--- src/design/eam_pkg.sv ---
// Shared types, constants and codes for the environment alarm monitor.
`default_nettype none

package eam_pkg;

   localparam int AVG_SAMPLES_DEFAULT = 4;

   localparam int BYTE_W      = 8;
   localparam int LIMIT_W     = 7;
   localparam int DUST_LIM_W  = 10;
   localparam int DUST_W      = 9;
   localparam int LEVEL_W     = 8;
   localparam int QUO_W       = 9;
   localparam int CSR_IDX_W   = 3;
   localparam int CSR_DATA_W  = 10;

   localparam int ADC_FULL    = 255;
   localparam int ADC_SPAN    = 256;
   localparam int DUST_SCALE  = 500;
   localparam int FAN_SCALE   = 200;
   localparam int FULL_SCALE  = 500;

   localparam logic [LIMIT_W-1:0]    TEMP_LOW_RESET  = 7'd20;
   localparam logic [LIMIT_W-1:0]    TEMP_HIGH_RESET = 7'd35;
   localparam logic [LIMIT_W-1:0]    HUMI_LOW_RESET  = 7'd40;
   localparam logic [LIMIT_W-1:0]    HUMI_HIGH_RESET = 7'd85;
   localparam logic [DUST_LIM_W-1:0] DUST_LIM_RESET  = 10'd200;

   typedef enum logic [CSR_IDX_W-1:0] {
      REG_TEMP_LOW  = 3'd0,
      REG_TEMP_HIGH = 3'd1,
      REG_HUMI_LOW  = 3'd2,
      REG_HUMI_HIGH = 3'd3,
      REG_DUST_LIM  = 3'd4
   } reg_index_type;

   typedef enum logic [2:0] {
      ST_IDLE,
      ST_DUST_START,
      ST_DUST_RUN,
      ST_FAN_START,
      ST_FAN_RUN,
      ST_OUTPUT
   } state_type;

   typedef struct packed {
      logic [BYTE_W-1:0] adc_sample;
      logic [BYTE_W-1:0] humi_int_byte;
      logic [BYTE_W-1:0] humi_frac_byte;
      logic [BYTE_W-1:0] temp_int_byte;
      logic [BYTE_W-1:0] temp_frac_byte;
      logic [BYTE_W-1:0] check_byte;
   } req_data_type;

   typedef struct packed {
      logic [BYTE_W-1:0]  temp_value;
      logic [BYTE_W-1:0]  humi_value;
      logic [DUST_W-1:0]  dust_value;
      logic               frame_ok;
      logic               temp_over;
      logic               temp_under;
      logic               humi_over;
      logic               humi_under;
      logic               dust_over;
      logic               buzzer_on;
      logic               fan_run;
      logic [LEVEL_W-1:0] fan_level;
   } rsp_data_type;

   typedef struct packed {
      logic busy;
      logic done;
   } div_status_type;

endpackage

`default_nettype wire

--- src/design/eam_div.sv ---
// Bit-serial restoring divider producing one quotient bit per cycle.
`default_nettype none

module eam_div
   import eam_pkg::*;
#(
   parameter int ACC_W = 22,
   parameter int DEN_W = 11
) (
   input  wire logic              clock,
   input  wire logic              reset,
   input  wire logic              start,
   input  wire logic [ACC_W-1:0]  dividend,
   input  wire logic [DEN_W-1:0]  divisor,
   output div_status_type         status,
   output logic [QUO_W-1:0]       quotient
);

   localparam int CNT_W = $clog2(QUO_W + 1);

   logic [ACC_W-1:0] rem_ff, rem_in;
   logic [ACC_W-1:0] dsh_ff, dsh_in;
   logic [QUO_W-1:0] quo_ff, quo_in;
   logic [CNT_W-1:0] cnt_ff, cnt_in;
   logic             busy_ff, busy_in;
   logic             done_ff, done_in;
   logic             fits;

   assign fits = rem_ff >= dsh_ff;

   always_comb begin
      rem_in  = rem_ff;
      dsh_in  = dsh_ff;
      quo_in  = quo_ff;
      cnt_in  = cnt_ff;
      busy_in = busy_ff;
      done_in = 1'b0;
      if (start) begin
         rem_in  = dividend;
         dsh_in  = ACC_W'(divisor) << (QUO_W - 1);
         quo_in  = '0;
         cnt_in  = CNT_W'(QUO_W);
         busy_in = 1'b1;
      end else if (busy_ff) begin
         rem_in = fits ? rem_ff - dsh_ff : rem_ff;
         dsh_in = dsh_ff >> 1;
         quo_in = {quo_ff[QUO_W-2:0], fits};
         cnt_in = cnt_ff - CNT_W'(1);
         if (cnt_ff == CNT_W'(1)) begin
            busy_in = 1'b0;
            done_in = 1'b1;
         end
      end
   end

   always_ff @(posedge clock) begin
      if (reset) begin
         busy_ff <= 1'b0;
         done_ff <= 1'b0;
         cnt_ff  <= '0;
      end else begin
         busy_ff <= busy_in;
         done_ff <= done_in;
         cnt_ff  <= cnt_in;
      end
   end

   always_ff @(posedge clock) begin
      rem_ff <= rem_in;
      dsh_ff <= dsh_in;
      quo_ff <= quo_in;
   end

   assign status.busy = busy_ff;
   assign status.done = done_ff;
   assign quotient    = quo_ff;

endmodule

`default_nettype wire

--- src/design/environment_alarm_monitor_unit.sv ---
// Top level of the environment alarm monitor: averaging, frame check, alarms and fan drive.
//
// Each transaction on the req_ channel is one monitor cycle: a dust ADC sample and a
// five-byte humidity and temperature frame. Each one yields exactly one transaction on
// the rsp_ channel carrying the current readings, the frame status, the alarms and the
// fan drive. The limits are written through the csr_ port, register by register; the user
// must do so while no transaction is in progress, as the block itself does not enforce it.
// When the transaction neither completes a dust average nor raises the dust alarm, the
// result register is loaded from the output state, after the fan start state. A shared
// bit-serial divider adds a pass: a start, nine quotient bits, then the quotient is taken.
// There is one pass for the dust average on the sample that completes an average, and
// one for the fan level while the dust alarm is set.
// The block takes one transaction at a time and is ready again in the cycle after the result
// register is loaded, so it accepts no new transaction before the last one is through.
// A finished result waits in the output register; a new transaction is accepted while
// it waits, and the next result is held back, with req_ready low, until the receiver
// has taken the old one.
// Reset restores the default limits and clears the averaging sum, the sample count,
// the dust reading, temperature and humidity, and empties the output register.
`default_nettype none

module environment_alarm_monitor_unit
   import eam_pkg::*;
#(
   parameter int AVG_SAMPLES = AVG_SAMPLES_DEFAULT
) (
   input  wire logic                  clock,
   input  wire logic                  reset,
   input  wire logic                  req_valid,
   output logic                       req_ready,
   input  wire req_data_type          req_data,
   output logic                       rsp_valid,
   input  wire logic                  rsp_ready,
   output rsp_data_type               rsp_data,
   input  wire logic                  csr_we,
   input  wire logic [CSR_IDX_W-1:0]  csr_index,
   input  wire logic [CSR_DATA_W-1:0] csr_wdata
);

   localparam int SUM_W    = $clog2(ADC_FULL * AVG_SAMPLES + 1);
   localparam int CNT_W    = $clog2(AVG_SAMPLES + 1);
   localparam int DUST_DIV = ADC_SPAN * AVG_SAMPLES;
   localparam int NUM_A_W  = $clog2(ADC_FULL * AVG_SAMPLES * DUST_SCALE + 1);
   localparam int NUM_B_W  = $clog2(FAN_SCALE * FULL_SCALE + 1);
   localparam int NUM_W    = (NUM_A_W > NUM_B_W) ? NUM_A_W : NUM_B_W;
   localparam int DEN_A_W  = $clog2(DUST_DIV + 1);
   localparam int DEN_B_W  = $clog2(FULL_SCALE + 1);
   localparam int DEN_W    = (DEN_A_W > DEN_B_W) ? DEN_A_W : DEN_B_W;
   localparam int ACC_W    = (NUM_W > DEN_W + QUO_W) ? NUM_W : DEN_W + QUO_W;

   state_type state_ff, state_in;

   logic [LIMIT_W-1:0]    temp_low_ff, temp_high_ff, humi_low_ff, humi_high_ff;
   logic [DUST_LIM_W-1:0] dust_lim_ff;
   logic [SUM_W-1:0]      sum_ff;
   logic [CNT_W-1:0]      cnt_ff;
   logic [DUST_W-1:0]     dust_ff;
   logic [BYTE_W-1:0]     temp_ff, humi_ff;
   logic                  rsp_valid_ff;
   rsp_data_type          rsp_ff;
   logic                  ok_ff;
   logic [ACC_W-1:0]      dust_num_ff;
   logic [LEVEL_W-1:0]    level_ff;

   logic                  accept;
   logic                  wrap;
   logic [SUM_W-1:0]      sum_in;
   logic [CNT_W-1:0]      cnt_in;
   logic [BYTE_W-1:0]     frame_sum;
   logic                  frame_ok;
   logic                  d_over;
   logic [DUST_W-1:0]     dust_diff;
   logic [DUST_LIM_W-1:0] fan_den;
   logic                  div_start;
   logic [ACC_W-1:0]      div_dividend;
   logic [DEN_W-1:0]      div_divisor;
   div_status_type        div_status;
   logic [QUO_W-1:0]      div_quotient;
   logic                  out_load;
   logic                  t_over, t_under, h_over, h_under;

   assign accept    = req_valid && req_ready;
   assign sum_in    = sum_ff + SUM_W'(req_data.adc_sample);
   assign cnt_in    = cnt_ff + CNT_W'(1);
   assign wrap      = cnt_in == CNT_W'(AVG_SAMPLES);
   assign frame_sum = req_data.humi_int_byte + req_data.humi_frac_byte
                    + req_data.temp_int_byte + req_data.temp_frac_byte;
   assign frame_ok  = frame_sum == req_data.check_byte;

   assign d_over    = {1'b0, dust_ff} > dust_lim_ff;
   assign dust_diff = DUST_W'({1'b0, dust_ff} - dust_lim_ff);
   assign fan_den   = DUST_LIM_W'(FULL_SCALE) - dust_lim_ff;

   assign t_over  = temp_ff > {1'b0, temp_high_ff};
   assign t_under = !t_over && (temp_ff < {1'b0, temp_low_ff});
   assign h_over  = humi_ff > {1'b0, humi_high_ff};
   assign h_under = !h_over && (humi_ff < {1'b0, humi_low_ff});

   eam_div #(
      .ACC_W (ACC_W),
      .DEN_W (DEN_W)
   ) u_div (
      .clock    (clock),
      .reset    (reset),
      .start    (div_start),
      .dividend (div_dividend),
      .divisor  (div_divisor),
      .status   (div_status),
      .quotient (div_quotient)
   );

   always_comb begin
      state_in = state_ff;
      unique case (state_ff)
         ST_IDLE: begin
            if (req_valid) begin
               state_in = wrap ? ST_DUST_START : ST_FAN_START;
            end
         end
         ST_DUST_START: state_in = ST_DUST_RUN;
         ST_DUST_RUN: begin
            if (div_status.done) begin
               state_in = ST_FAN_START;
            end
         end
         ST_FAN_START: state_in = d_over ? ST_FAN_RUN : ST_OUTPUT;
         ST_FAN_RUN: begin
            if (div_status.done) begin
               state_in = ST_OUTPUT;
            end
         end
         ST_OUTPUT: begin
            if (!rsp_valid_ff || rsp_ready) begin
               state_in = ST_IDLE;
            end
         end
         default: state_in = ST_IDLE;
      endcase
   end

   always_comb begin
      req_ready    = 1'b0;
      div_start    = 1'b0;
      out_load     = 1'b0;
      div_dividend = dust_num_ff;
      div_divisor  = DEN_W'(DUST_DIV);
      unique case (state_ff)
         ST_IDLE:       req_ready = 1'b1;
         ST_DUST_START: div_start = 1'b1;
         ST_FAN_START: begin
            div_start    = d_over;
            div_dividend = ACC_W'(dust_diff) * ACC_W'(FAN_SCALE);
            div_divisor  = DEN_W'(fan_den);
         end
         ST_OUTPUT:     out_load = !rsp_valid_ff || rsp_ready;
         default: begin
         end
      endcase
   end

   always_ff @(posedge clock) begin
      if (reset) begin
         state_ff     <= ST_IDLE;
         temp_low_ff  <= TEMP_LOW_RESET;
         temp_high_ff <= TEMP_HIGH_RESET;
         humi_low_ff  <= HUMI_LOW_RESET;
         humi_high_ff <= HUMI_HIGH_RESET;
         dust_lim_ff  <= DUST_LIM_RESET;
         sum_ff       <= '0;
         cnt_ff       <= '0;
         dust_ff      <= '0;
         temp_ff      <= '0;
         humi_ff      <= '0;
         rsp_valid_ff <= 1'b0;
      end else begin
         state_ff <= state_in;
         if (csr_we) begin
            unique case (csr_index)
               REG_TEMP_LOW:  temp_low_ff  <= csr_wdata[LIMIT_W-1:0];
               REG_TEMP_HIGH: temp_high_ff <= csr_wdata[LIMIT_W-1:0];
               REG_HUMI_LOW:  humi_low_ff  <= csr_wdata[LIMIT_W-1:0];
               REG_HUMI_HIGH: humi_high_ff <= csr_wdata[LIMIT_W-1:0];
               REG_DUST_LIM:  dust_lim_ff  <= csr_wdata[DUST_LIM_W-1:0];
               default: begin
               end
            endcase
         end
         if (accept) begin
            sum_ff <= wrap ? '0 : sum_in;
            cnt_ff <= wrap ? '0 : cnt_in;
            if (frame_ok) begin
               temp_ff <= req_data.temp_int_byte;
               humi_ff <= req_data.humi_int_byte;
            end
         end
         if (state_ff == ST_DUST_RUN && div_status.done) begin
            dust_ff <= DUST_W'(div_quotient);
         end
         if (out_load) begin
            rsp_valid_ff <= 1'b1;
         end else if (rsp_ready) begin
            rsp_valid_ff <= 1'b0;
         end
      end
   end

   always_ff @(posedge clock) begin
      if (accept) begin
         ok_ff       <= frame_ok;
         dust_num_ff <= ACC_W'(sum_in) * ACC_W'(DUST_SCALE);
      end
      if (state_ff == ST_FAN_START && !d_over) begin
         level_ff <= '0;
      end else if (state_ff == ST_FAN_RUN && div_status.done) begin
         level_ff <= LEVEL_W'(div_quotient);
      end
      if (out_load) begin
         rsp_ff.temp_value <= temp_ff;
         rsp_ff.humi_value <= humi_ff;
         rsp_ff.dust_value <= dust_ff;
         rsp_ff.frame_ok   <= ok_ff;
         rsp_ff.temp_over  <= t_over;
         rsp_ff.temp_under <= t_under;
         rsp_ff.humi_over  <= h_over;
         rsp_ff.humi_under <= h_under;
         rsp_ff.dust_over  <= d_over;
         rsp_ff.buzzer_on  <= t_over || t_under || h_over || h_under || d_over;
         rsp_ff.fan_run    <= d_over;
         rsp_ff.fan_level  <= level_ff;
      end
   end

   assign rsp_valid = rsp_valid_ff;
   assign rsp_data  = rsp_ff;

endmodule

`default_nettype wire

--- config.mk ---
export PLATFORM = sky130hd
export DESIGN_NAME = environment_alarm_monitor_unit
export DESIGN_NICKNAME = d
export VERILOG_FILES = /design/src/design/eam_pkg.sv /design/src/design/eam_div.sv /design/src/design/environment_alarm_monitor_unit.sv
export SDC_FILE = /design/constraint.sdc
export NUM_CORES = 1
export LEC_CHECK = 0
export BUFFER_PORTS_ARGS = -buffer_cell sky130_fd_sc_hd__buf_2
export CORE_MARGIN = 2
export CORE_UTILIZATION = 40
export CTS_CLUSTER_SIZE = 10
export DETAILED_ROUTE_END_ITERATION = 10
export GPL_ROUTABILITY_DRIVEN = 1
export HOLD_SLACK_MARGIN = 0.08
export MAX_ROUTING_LAYER = met4
export PLACE_DENSITY = 0.63
export SYNTH_ARGS = -nofsm -noshare
export SYNTH_HDL_FRONTEND = slang
export SYNTH_SLANG_ARGS = --single-unit
--- constraint.sdc ---
create_clock -name clock -period 5.91 [get_ports clock]
set_input_delay 1.182 -clock clock [delete_from_list [all_inputs] [get_ports clock]]
set_output_delay 1.182 -clock clock [all_outputs]
set_load 0.02 [all_outputs]
==> key figures, run 1 <==
Power
  • Worst voltage drop across the vdd grid: 0.000472 V
  • Leakage power: 6.29 nW
  • Power per unit of standard cell area: 561 mW/mm^2

Cells and area
  • Filler-free cell count of the finished design: 1865
  • Most common cell after layout, fill and taps aside: sky130_fd_sc_hd__ha_1
  • Final Instance Area: 0.0148 sq mm
  • Nets@finish: 1712
  • Number of fill cells in the layout: approximately 3000
  • Finished Core Util: roughly 47%
  • Area Overhead vs Synth: 15.2%
  • Diode insertion count for antenna repair: 0
  • Fraction of layout cells with a size suffix above 1: between 10% and 20%
  • Most frequent cells in the layout: sky130_fd_sc_hd__ha_1 (148), sky130_fd_sc_hd__inv_1 (144), sky130_fd_sc_hd__nand2_1 (119)

Clocking
  • Latest clock arrival within the worst-skew pair: about 0.45 ns
  • H-tree Lvls: 4
  • Cts bufs inserted: 17
  • CTS Buffer Depth: 2
  • TritonCTS clock tree: done
  • Clock transition at the registers of the reported paths: 0.07 ns
  • Cell at the root of the clock tree: sky130_fd_sc_hd__clkbuf_16
  • CTS sink count: 200

Routing
  • Final wirelength: about 29000 um
  • Number of vias after detailed routing: approximately 9500
  • Vias per std cell: 5.08
  • Post-detailed-route DRC marker count: 0
  • Wire length per cell after detailed routing: 15.7 um
  • DR pass1 iterations: 5
  • Violation count after the first detailed-routing iteration: 559
  • Post-detailed-route count of antenna-violating nets: 0

GRT
  • Via count of the first global-routing pass: 9470
  • Congestion Overflow GR: 0
  • Wire length of the first global-routing pass: about 48000 um
  • GR Util All Layers: between 15 and 20%
  • Antenna violations before repair: 0
  • Maximum number of pins on one net before global-route repair: 74

Placement
  • Total half-perimeter wirelength after legalization and detailed placement: 22600 um
  • Area after DPL: around 0.014 sq mm
  • Number of cells in the design after placement: 1831
  • Number of buffers added on ports: 108
  • Global placer's final weighted congestion: 0.906

Min path
  • Hold path startpoint: level_ff[6]$_SDFFE_PP0P_
  • Hold path depth: 0
  • Type of the most critical hold path: register to register
  • WHS Endpoint: rsp_data[6]$_DFFE_PP_

Floorplan
  • Die H: 183 um
  • Area of the core: 0.0316 sq mm
  • Chip Width: between 150 and 200 um
  • Starting density of the core: 40.6%
  • Die Outline Area: 0.0335 sq mm
  • Number of standard-cell rows in the floorplan: 65
  • Top-Level Pins: 109

Logic synthesis
  • Main flop type after synthesis: sky130_fd_sc_hd__dfxtp_1
  • Number of warnings printed during yosys synthesis: 0
  • Number of standard cells after synthesis: 1307
  • Number of flops mapped to enable cells by yosys: 89
  • Post-synthesis cell area: 0.0128 sq mm
  • Share of async-settable or async-resettable flops after synthesis: 0%
  • Proportion of synthesized chip area in sequential cells: approximately two fifths
  • Synthesized net count: about 1600
  • Number of register bits inferred by synthesis: 200
  • Synthesized area divided by synthesized cell count: 9.81 sq um
  • Post-synthesis cell type count: 63

STA
  • Maximum achievable frequency: 177 MHz
  • Post-route fraction of the period consumed by the critical path: 95.6%
  • Setup_tns: 0 ns
  • Final critical-path required period: approximately 5.7 ns
  • Min Hold Slack: 0.436 ns
  • Maximum clock skew at final layout: approximately 0.022 ns
  • Final hold viol count: 0
  • Least-Margin Pin Slew: 1.06 ns
  • Slew Limit Fails: 0
  • Total setup violations reported at the end of the flow: 0
  • Worst slew slack as a fraction of its limit: 29.3%

Critical path
  • Slowest CP cell: sky130_fd_sc_hd__fa_1
  • Worst-path cell chain: buf_2 > ha_1 > inv_1 > fa_2 > nor2b_1 > o21ai_1 > a21boi_2 > o21ai_1 > nor2b_1 > xnor2_2 > buf_4 > xnor2_1 > fa_1 > fa_1 > fa_1 > inv_1 > ha_1 > o21a_1 > a21oi_2 > o21ai_1 > or4_1 > o311ai_0 > xnor2_1
  • Critical R2R Capture: dust_num_ff[16]$_DFFE_PP_
  • Class of the most critical setup path: input pin to register
  • Worst path buffer plus inverter count: 4
  • CP max stage delay: roughly 0.5 ns
  • Nature of the critical path endpoint: register
  • Worst path required time: 6.09 ns
  • Crit-path leading delay family: adder cells
  • Stages on worst setup path: 23
  • Register-to-register setup slack: around 0.74 ns
  • CP Data Arrival Time: 5.83 ns
  • Startpoint Class: input pin
  • Crit Reg-Reg Startpoint: sum_ff[0]$_SDFFE_PP0P_
  • Critical Path Fanout Max: 4
  • Depth of the worst register-to-register path: 22

Run
  • MaxCap Viol Count: 0

Status
  • Run status: finished, final reports clean
-- how the worst max path moves through the flow --
| stage | to | from | slack [ns] |
|---|---|---|---|
| global placement | dust_num_ff[15]$_DFFE_PP_ | req_data[40] | -0.24 |
| detailed placement | dust_num_ff[16]$_DFFE_PP_ | req_data[40] | -0.30 |
| global route | dust_num_ff[16]$_DFFE_PP_ | req_data[40] | -0.03 |
| finish | dust_num_ff[16]$_DFFE_PP_ | req_data[40] | 0.26 |
| floorplan | dust_num_ff[18]$_DFFE_PP_ | req_data[40] | -0.01 |
| CTS | dust_num_ff[16]$_DFFE_PP_ | req_data[40] | 0.17 |
-- stage by stage --
stage / worst slack [ns] / power [mW]
6_report: 0.260 / 8.28
5_1_grt: -0.0270 / 9.10
4_1_cts: 0.170 / 8.34
3_5_place_dp: -0.302 / 7.13
3_3_place_gp: -0.236 / 7.03
2_1_floorplan: -0.0104 / 5.49
-- metal layers --
metal	up-vias	part of all wire, %	track usage, %
li1	4817	-	-
met1	4477	50	25.0
met2	158	46	29.0
met3	26	3.1	2.86
met4	0	1.4	4.64
met5	-	0	-
-- worst reg2reg max path, cell delays in order, from the launching register on --
cell and delay (ns):
sky130_fd_sc_hd__dfxtp_1 0.34, sky130_fd_sc_hd__ha_1 0.17, sky130_fd_sc_hd__inv_1 0.06, sky130_fd_sc_hd__fa_2 0.33
sky130_fd_sc_hd__nor2b_1 0.12, sky130_fd_sc_hd__o21ai_1 0.10, sky130_fd_sc_hd__a21boi_2 0.18, sky130_fd_sc_hd__o21ai_1 0.11
sky130_fd_sc_hd__nor2b_1 0.17, sky130_fd_sc_hd__xnor2_2 0.21, sky130_fd_sc_hd__buf_4 0.18, sky130_fd_sc_hd__xnor2_1 0.13
sky130_fd_sc_hd__fa_1 0.46, sky130_fd_sc_hd__fa_1 0.49, sky130_fd_sc_hd__fa_1 0.51, sky130_fd_sc_hd__inv_1 0.04
sky130_fd_sc_hd__ha_1 0.31, sky130_fd_sc_hd__o21a_1 0.14, sky130_fd_sc_hd__a21oi_2 0.15, sky130_fd_sc_hd__o21ai_1 0.10
sky130_fd_sc_hd__or4_1 0.40, sky130_fd_sc_hd__o311ai_0 0.12, sky130_fd_sc_hd__xnor2_1 0.11
-- Yosys cell counts, types with 34 or more instances --
library cell / n / share of area (%)
sky130_fd_sc_hd__nor2_1: 108 / 3.2
sky130_fd_sc_hd__nand2_1: 119 / 3.5
sky130_fd_sc_hd__clkbuf_1: 34 / 1.0
sky130_fd_sc_hd__fa_1: 48 / 7.5
sky130_fd_sc_hd__ha_1: 148 / 14
sky130_fd_sc_hd__o21ai_0: 45 / 1.8
sky130_fd_sc_hd__inv_1: 146 / 4.3
sky130_fd_sc_hd__mux2i_1: 62 / 4.8
sky130_fd_sc_hd__xnor2_1: 55 / 3.8
sky130_fd_sc_hd__a21oi_1: 90 / 3.5
sky130_fd_sc_hd__edfxtp_1: 89 / 21
sky130_fd_sc_hd__dfxtp_1: 111 / 17
-- sequential cells by signal (all words and copies together) (netlist names), 8 cells and up --
| signal | cells |
|---|---|
| dust_lim_ff | 10 |
| dust_num_ff | 17 |
| rsp_data | 40 |
| u_div.dsh_ff | 19 |
| dust_ff | 9 |
| level_ff | 8 |
| temp_ff | 8 |
| u_div.quotient | 9 |
| u_div.rem_ff | 20 |
| sum_ff | 10 |
| humi_ff | 8 |
-- where the power goes --
group	leakage (nW)	total [mW]	internal [mW]	switching [mW]
combinational	4.31	5.15	2.61	2.54
clock	0.282	1.18	0.629	0.547
sequential	1.70	1.96	1.87	0.0899
total	6.29	8.28	5.11	3.18
-- cell type report --
cell class / instances / area [sq um] / area share [%]
Multi-Input combinational cell: 923 / 7290 / 49.4
Inverter: 147 / 552 / 3.74
Clock buffer: 22 / 475 / 3.22
Clock inverter: 10 / 106 / 0.720
Timing Repair Buffer: 161 / 938 / 6.36
Sequential cell: 200 / 4890 / 33.2
Tap cell: 402 / 503 / 3.41
-- cells by family after synthesis --
| group | share of synthesized area, % |
|---|---|
| AOI/OAI and AO/OA | 12.1 |
| buffers and inverters | 5.51 |
| adders and majority gates | 21.9 |
| muxes | 4.84 |
| and+or+nand+nor | 12.2 |
| xor gates and xnor gates | 5.26 |
| DFF | 38.2 |
-- what timing repair did --
| action | 4_1_cts | 5_1_grt |
|---|---|---|
| endpoints found under the setup margin | 0 | 4 |
| hold endpoints to repair | 0 | 0 |
| hold buffers | 0 | 0 |
| gates resized for setup | 0 | 2 |
| setup buffers | 0 | 2 |
(Power assumes the default switching activity.)
==> run 2, diff against run 1 <==
- CELL_PAD_IN_SITES_DETAIL_PLACEMENT: not set -> 1
- CELL_PAD_IN_SITES_GLOBAL_PLACEMENT: not set -> 1
- PLACE_DENSITY: 0.63 -> 0.77
==> key figures, run 2 (same netlist as run 1, synthesis figures left out) <==
Floorplan
  • Number of standard-cell rows in the floorplan: 65 (unchanged)
  • Die Outline Area: 0.0335 sq mm (unchanged)
  • Area of the core: 0.0316 sq mm (unchanged)
  • Top-Level Pins: 109 (unchanged)
  • Chip Width: 183 um (unchanged)
  • Die H: 183 um (unchanged)
  • Starting density of the core: 40.6% (unchanged)

GRT
  • Wire length of the first global-routing pass: 55800 um (+17%)
  • Antenna violations before repair: 0 (unchanged)
  • GR Util All Layers: 21.8% (+3.3 points)
  • Congestion Overflow GR: 0 (unchanged)
  • Via count of the first global-routing pass: 10500 (+11%)
  • Maximum number of pins on one net before global-route repair: 74 (unchanged)

Cells and area
  • Most common cell after layout, fill and taps aside: sky130_fd_sc_hd__ha_1
  • Fraction of layout cells with a size suffix above 1: 15.4% (+0.53 points)
  • Number of fill cells in the layout: 3627 (+20%)
  • Diode insertion count for antenna repair: 0 (unchanged)
  • Nets@finish: 1714 (+0.12%)
  • Total area of multi-input combinational cells: 0.00734 sq mm (+0.62%)
  • Area Overhead vs Synth: 15.7%
  • Filler-free cell count of the finished design: 1867 (+0.11%)
  • Sequential standard cell area: 0.00489 sq mm (unchanged)
  • Final Instance Area: 0.0148 sq mm (+0.46%)
  • Most frequent cells in the layout: sky130_fd_sc_hd__ha_1 (146), sky130_fd_sc_hd__inv_1 (144), sky130_fd_sc_hd__nand2_1 (119)
  • Finished Core Util: 47.0% (+0.21 points)
  • Number of flip-flops under the largest register name: 40 (unchanged)

Clocking
  • H-tree Lvls: 4 (unchanged)
  • TritonCTS clock tree: done
  • CTS Buffer Depth: 2 (unchanged)
  • CTS sink count: 200 (unchanged)
  • Cts bufs inserted: 17 (unchanged)
  • Cell at the root of the clock tree: sky130_fd_sc_hd__clkbuf_16
  • Clock transition at the registers of the reported paths: 0.07 ns (about the same)
  • Post-cts hold buffer count: 0 (unchanged)
  • Latest clock arrival within the worst-skew pair: 0.45 ns (about the same)

STA
  • Maximum achievable frequency: 176 MHz (-0.73%)
  • Min Hold Slack: 0.429 ns (-0.00760 ns)
  • Total setup violations reported at the end of the flow: 0 (unchanged)
  • Worst slew slack as a fraction of its limit: 24.9% (-4.4 points)
  • Post-route fraction of the period consumed by the critical path: 96.3% (+0.70 points)
  • Least-Margin Pin Slew: 1.12 ns (+0.0575 ns)
  • Maximum clock skew at final layout: 0.0162 ns (-0.00568 ns)
  • Final critical-path required period: 5.69 ns (+0.0414 ns)
  • Setup WS post-layout: 0.218 ns (-0.0414 ns)
  • Slew Limit Fails: 0 (unchanged)
  • Setup_tns: 0 ns (unchanged)
  • Final hold viol count: 0 (unchanged)

Critical path
  • Nature of the critical path endpoint: register
  • Slowest CP cell: sky130_fd_sc_hd__fa_1
  • Critical Path Fanout Max: 6 (+2)
  • Crit-path leading delay family: adder cells
  • Class of the most critical setup path: input pin to register
  • Worst path buffer plus inverter count: 4 (unchanged)
  • Startpoint Class: input pin
  • Worst-path cell chain: buf_2 > ha_1 > inv_1 > fa_2 > nor2b_2 > o21ai_1 > a21boi_2 > o21ai_1 > nor2b_1 > xnor2_2 > ha_1 > inv_1 > fa_1 > fa_1 > fa_1 > inv_1 > ha_1 > and2_1 > o21ai_0 > o21ai_1 > or4_1 > o311ai_1 > xnor2_1
  • Worst path required time: 6.10 ns (about the same)
  • CP max stage delay: 0.56 ns (+0.05 ns)
  • CP Data Arrival Time: 5.89 ns (+0.06 ns)

Run
  • MaxCap Viol Count: 0 (unchanged)

Placement
  • Global placer's final weighted congestion: 0.884 (-2.5%)
  • Number of buffers added on ports: 108 (unchanged)
  • Area after DPL: 0.0142 sq mm (about the same)
  • Total half-perimeter wirelength after legalization and detailed placement: 26200 um (+16%)
  • Minimum setup slack after placement: -0.420 ns (-0.118 ns)
  • Number of cells in the design after placement: 1832 (+0.055%)

Power
  • Leakage power: 6.31 nW (+0.30%)
  • Worst voltage drop across the vdd grid: 0.000614 V (+30%)
  • Total Power: 8.73 mW (+5.3%)
  • Power per unit of standard cell area: 588 mW/mm^2 (+4.8%)

Routing
  • Violation count after the first detailed-routing iteration: 417 (-25%)
  • DR pass1 iterations: 5 (unchanged)
  • Post-detailed-route DRC marker count: 0 (unchanged)
  • Vias per std cell: 5.29 (+4.1%)
  • Wire length per cell after detailed routing: 18.4 um (+17%)
  • Number of vias after detailed routing: 9880 (+4.2%)
  • Final wirelength: 34300 um (+17%)
  • Post-detailed-route count of antenna-violating nets: 0 (unchanged)

Min path
  • Type of the most critical hold path: register to register

Status
  • Run status: finished, final reports clean
==> run 2: changes by cell type in the layout (fill, tap and decap cells not counted), moves of 2 or more <==
cell	before	now
sky130_fd_sc_hd__ha_1	148	146
sky130_fd_sc_hd__a21oi_1	86	84
sky130_fd_sc_hd__clkinv_4	0	2
sky130_fd_sc_hd__a21oi_2	3	5
sky130_fd_sc_hd__o21ai_1	6	9
sky130_fd_sc_hd__ha_4	0	2
sky130_fd_sc_hd__o21ai_0	42	39
sky130_fd_sc_hd__buf_4	53	55
sky130_fd_sc_hd__inv_4	2	0
==> run 2: routing by layer <==
| layer | wire [um] | vias up | track usage (%) |
|---|---|---|---|
| li1 | - | 4814 | - |
| met1 | 15700 | 4869 | 27.5 |
| met2 | 16900 | 146 | 36.2 |
| met3 | 932 | 51 | 3.30 |
| met4 | 754 | 0 | 6.59 |
| met5 | 0 | - | - |
==> run 2: power breakdown <==
group,switching (mW),total [mW],internal [mW]
registers,0.0964,1.97,1.87
clock network,0.570,1.19,0.621
logic,2.81,5.57,2.75
==> run 2: final timing paths <==
path	start	to	slack, ns	cells past startpoint
worst max-delay path	req_data[40]	dust_num_ff[16]$_DFFE_PP_	0.22	23
worst min-delay path	ok_ff$_DFFE_PP_	rsp_data[15]$_DFFE_PP_	0.43	0
worst max register to register	sum_ff[0]$_SDFFE_PP0P_	dust_num_ff[16]$_DFFE_PP_	0.68	22
worst min register to register	ok_ff$_DFFE_PP_	rsp_data[15]$_DFFE_PP_	0.43	0
==> run 2: timing repair <==
item / in CTS / in global routing
gates resized for setup: 0 / 13
endpoints found under the setup margin: 0 / 4
buffers inserted: 0 / 3
==> run 2: final cells by class <==
class	count	area share, %
Clock inverter	12	0.886
Multi-Input combinational cell	923	49.5
Inverter	147	3.72
Timing Repair Buffer	163	6.43
Sequential cell	200	33.0
Clock buffer	20	3.09
Tap cell	402	3.39
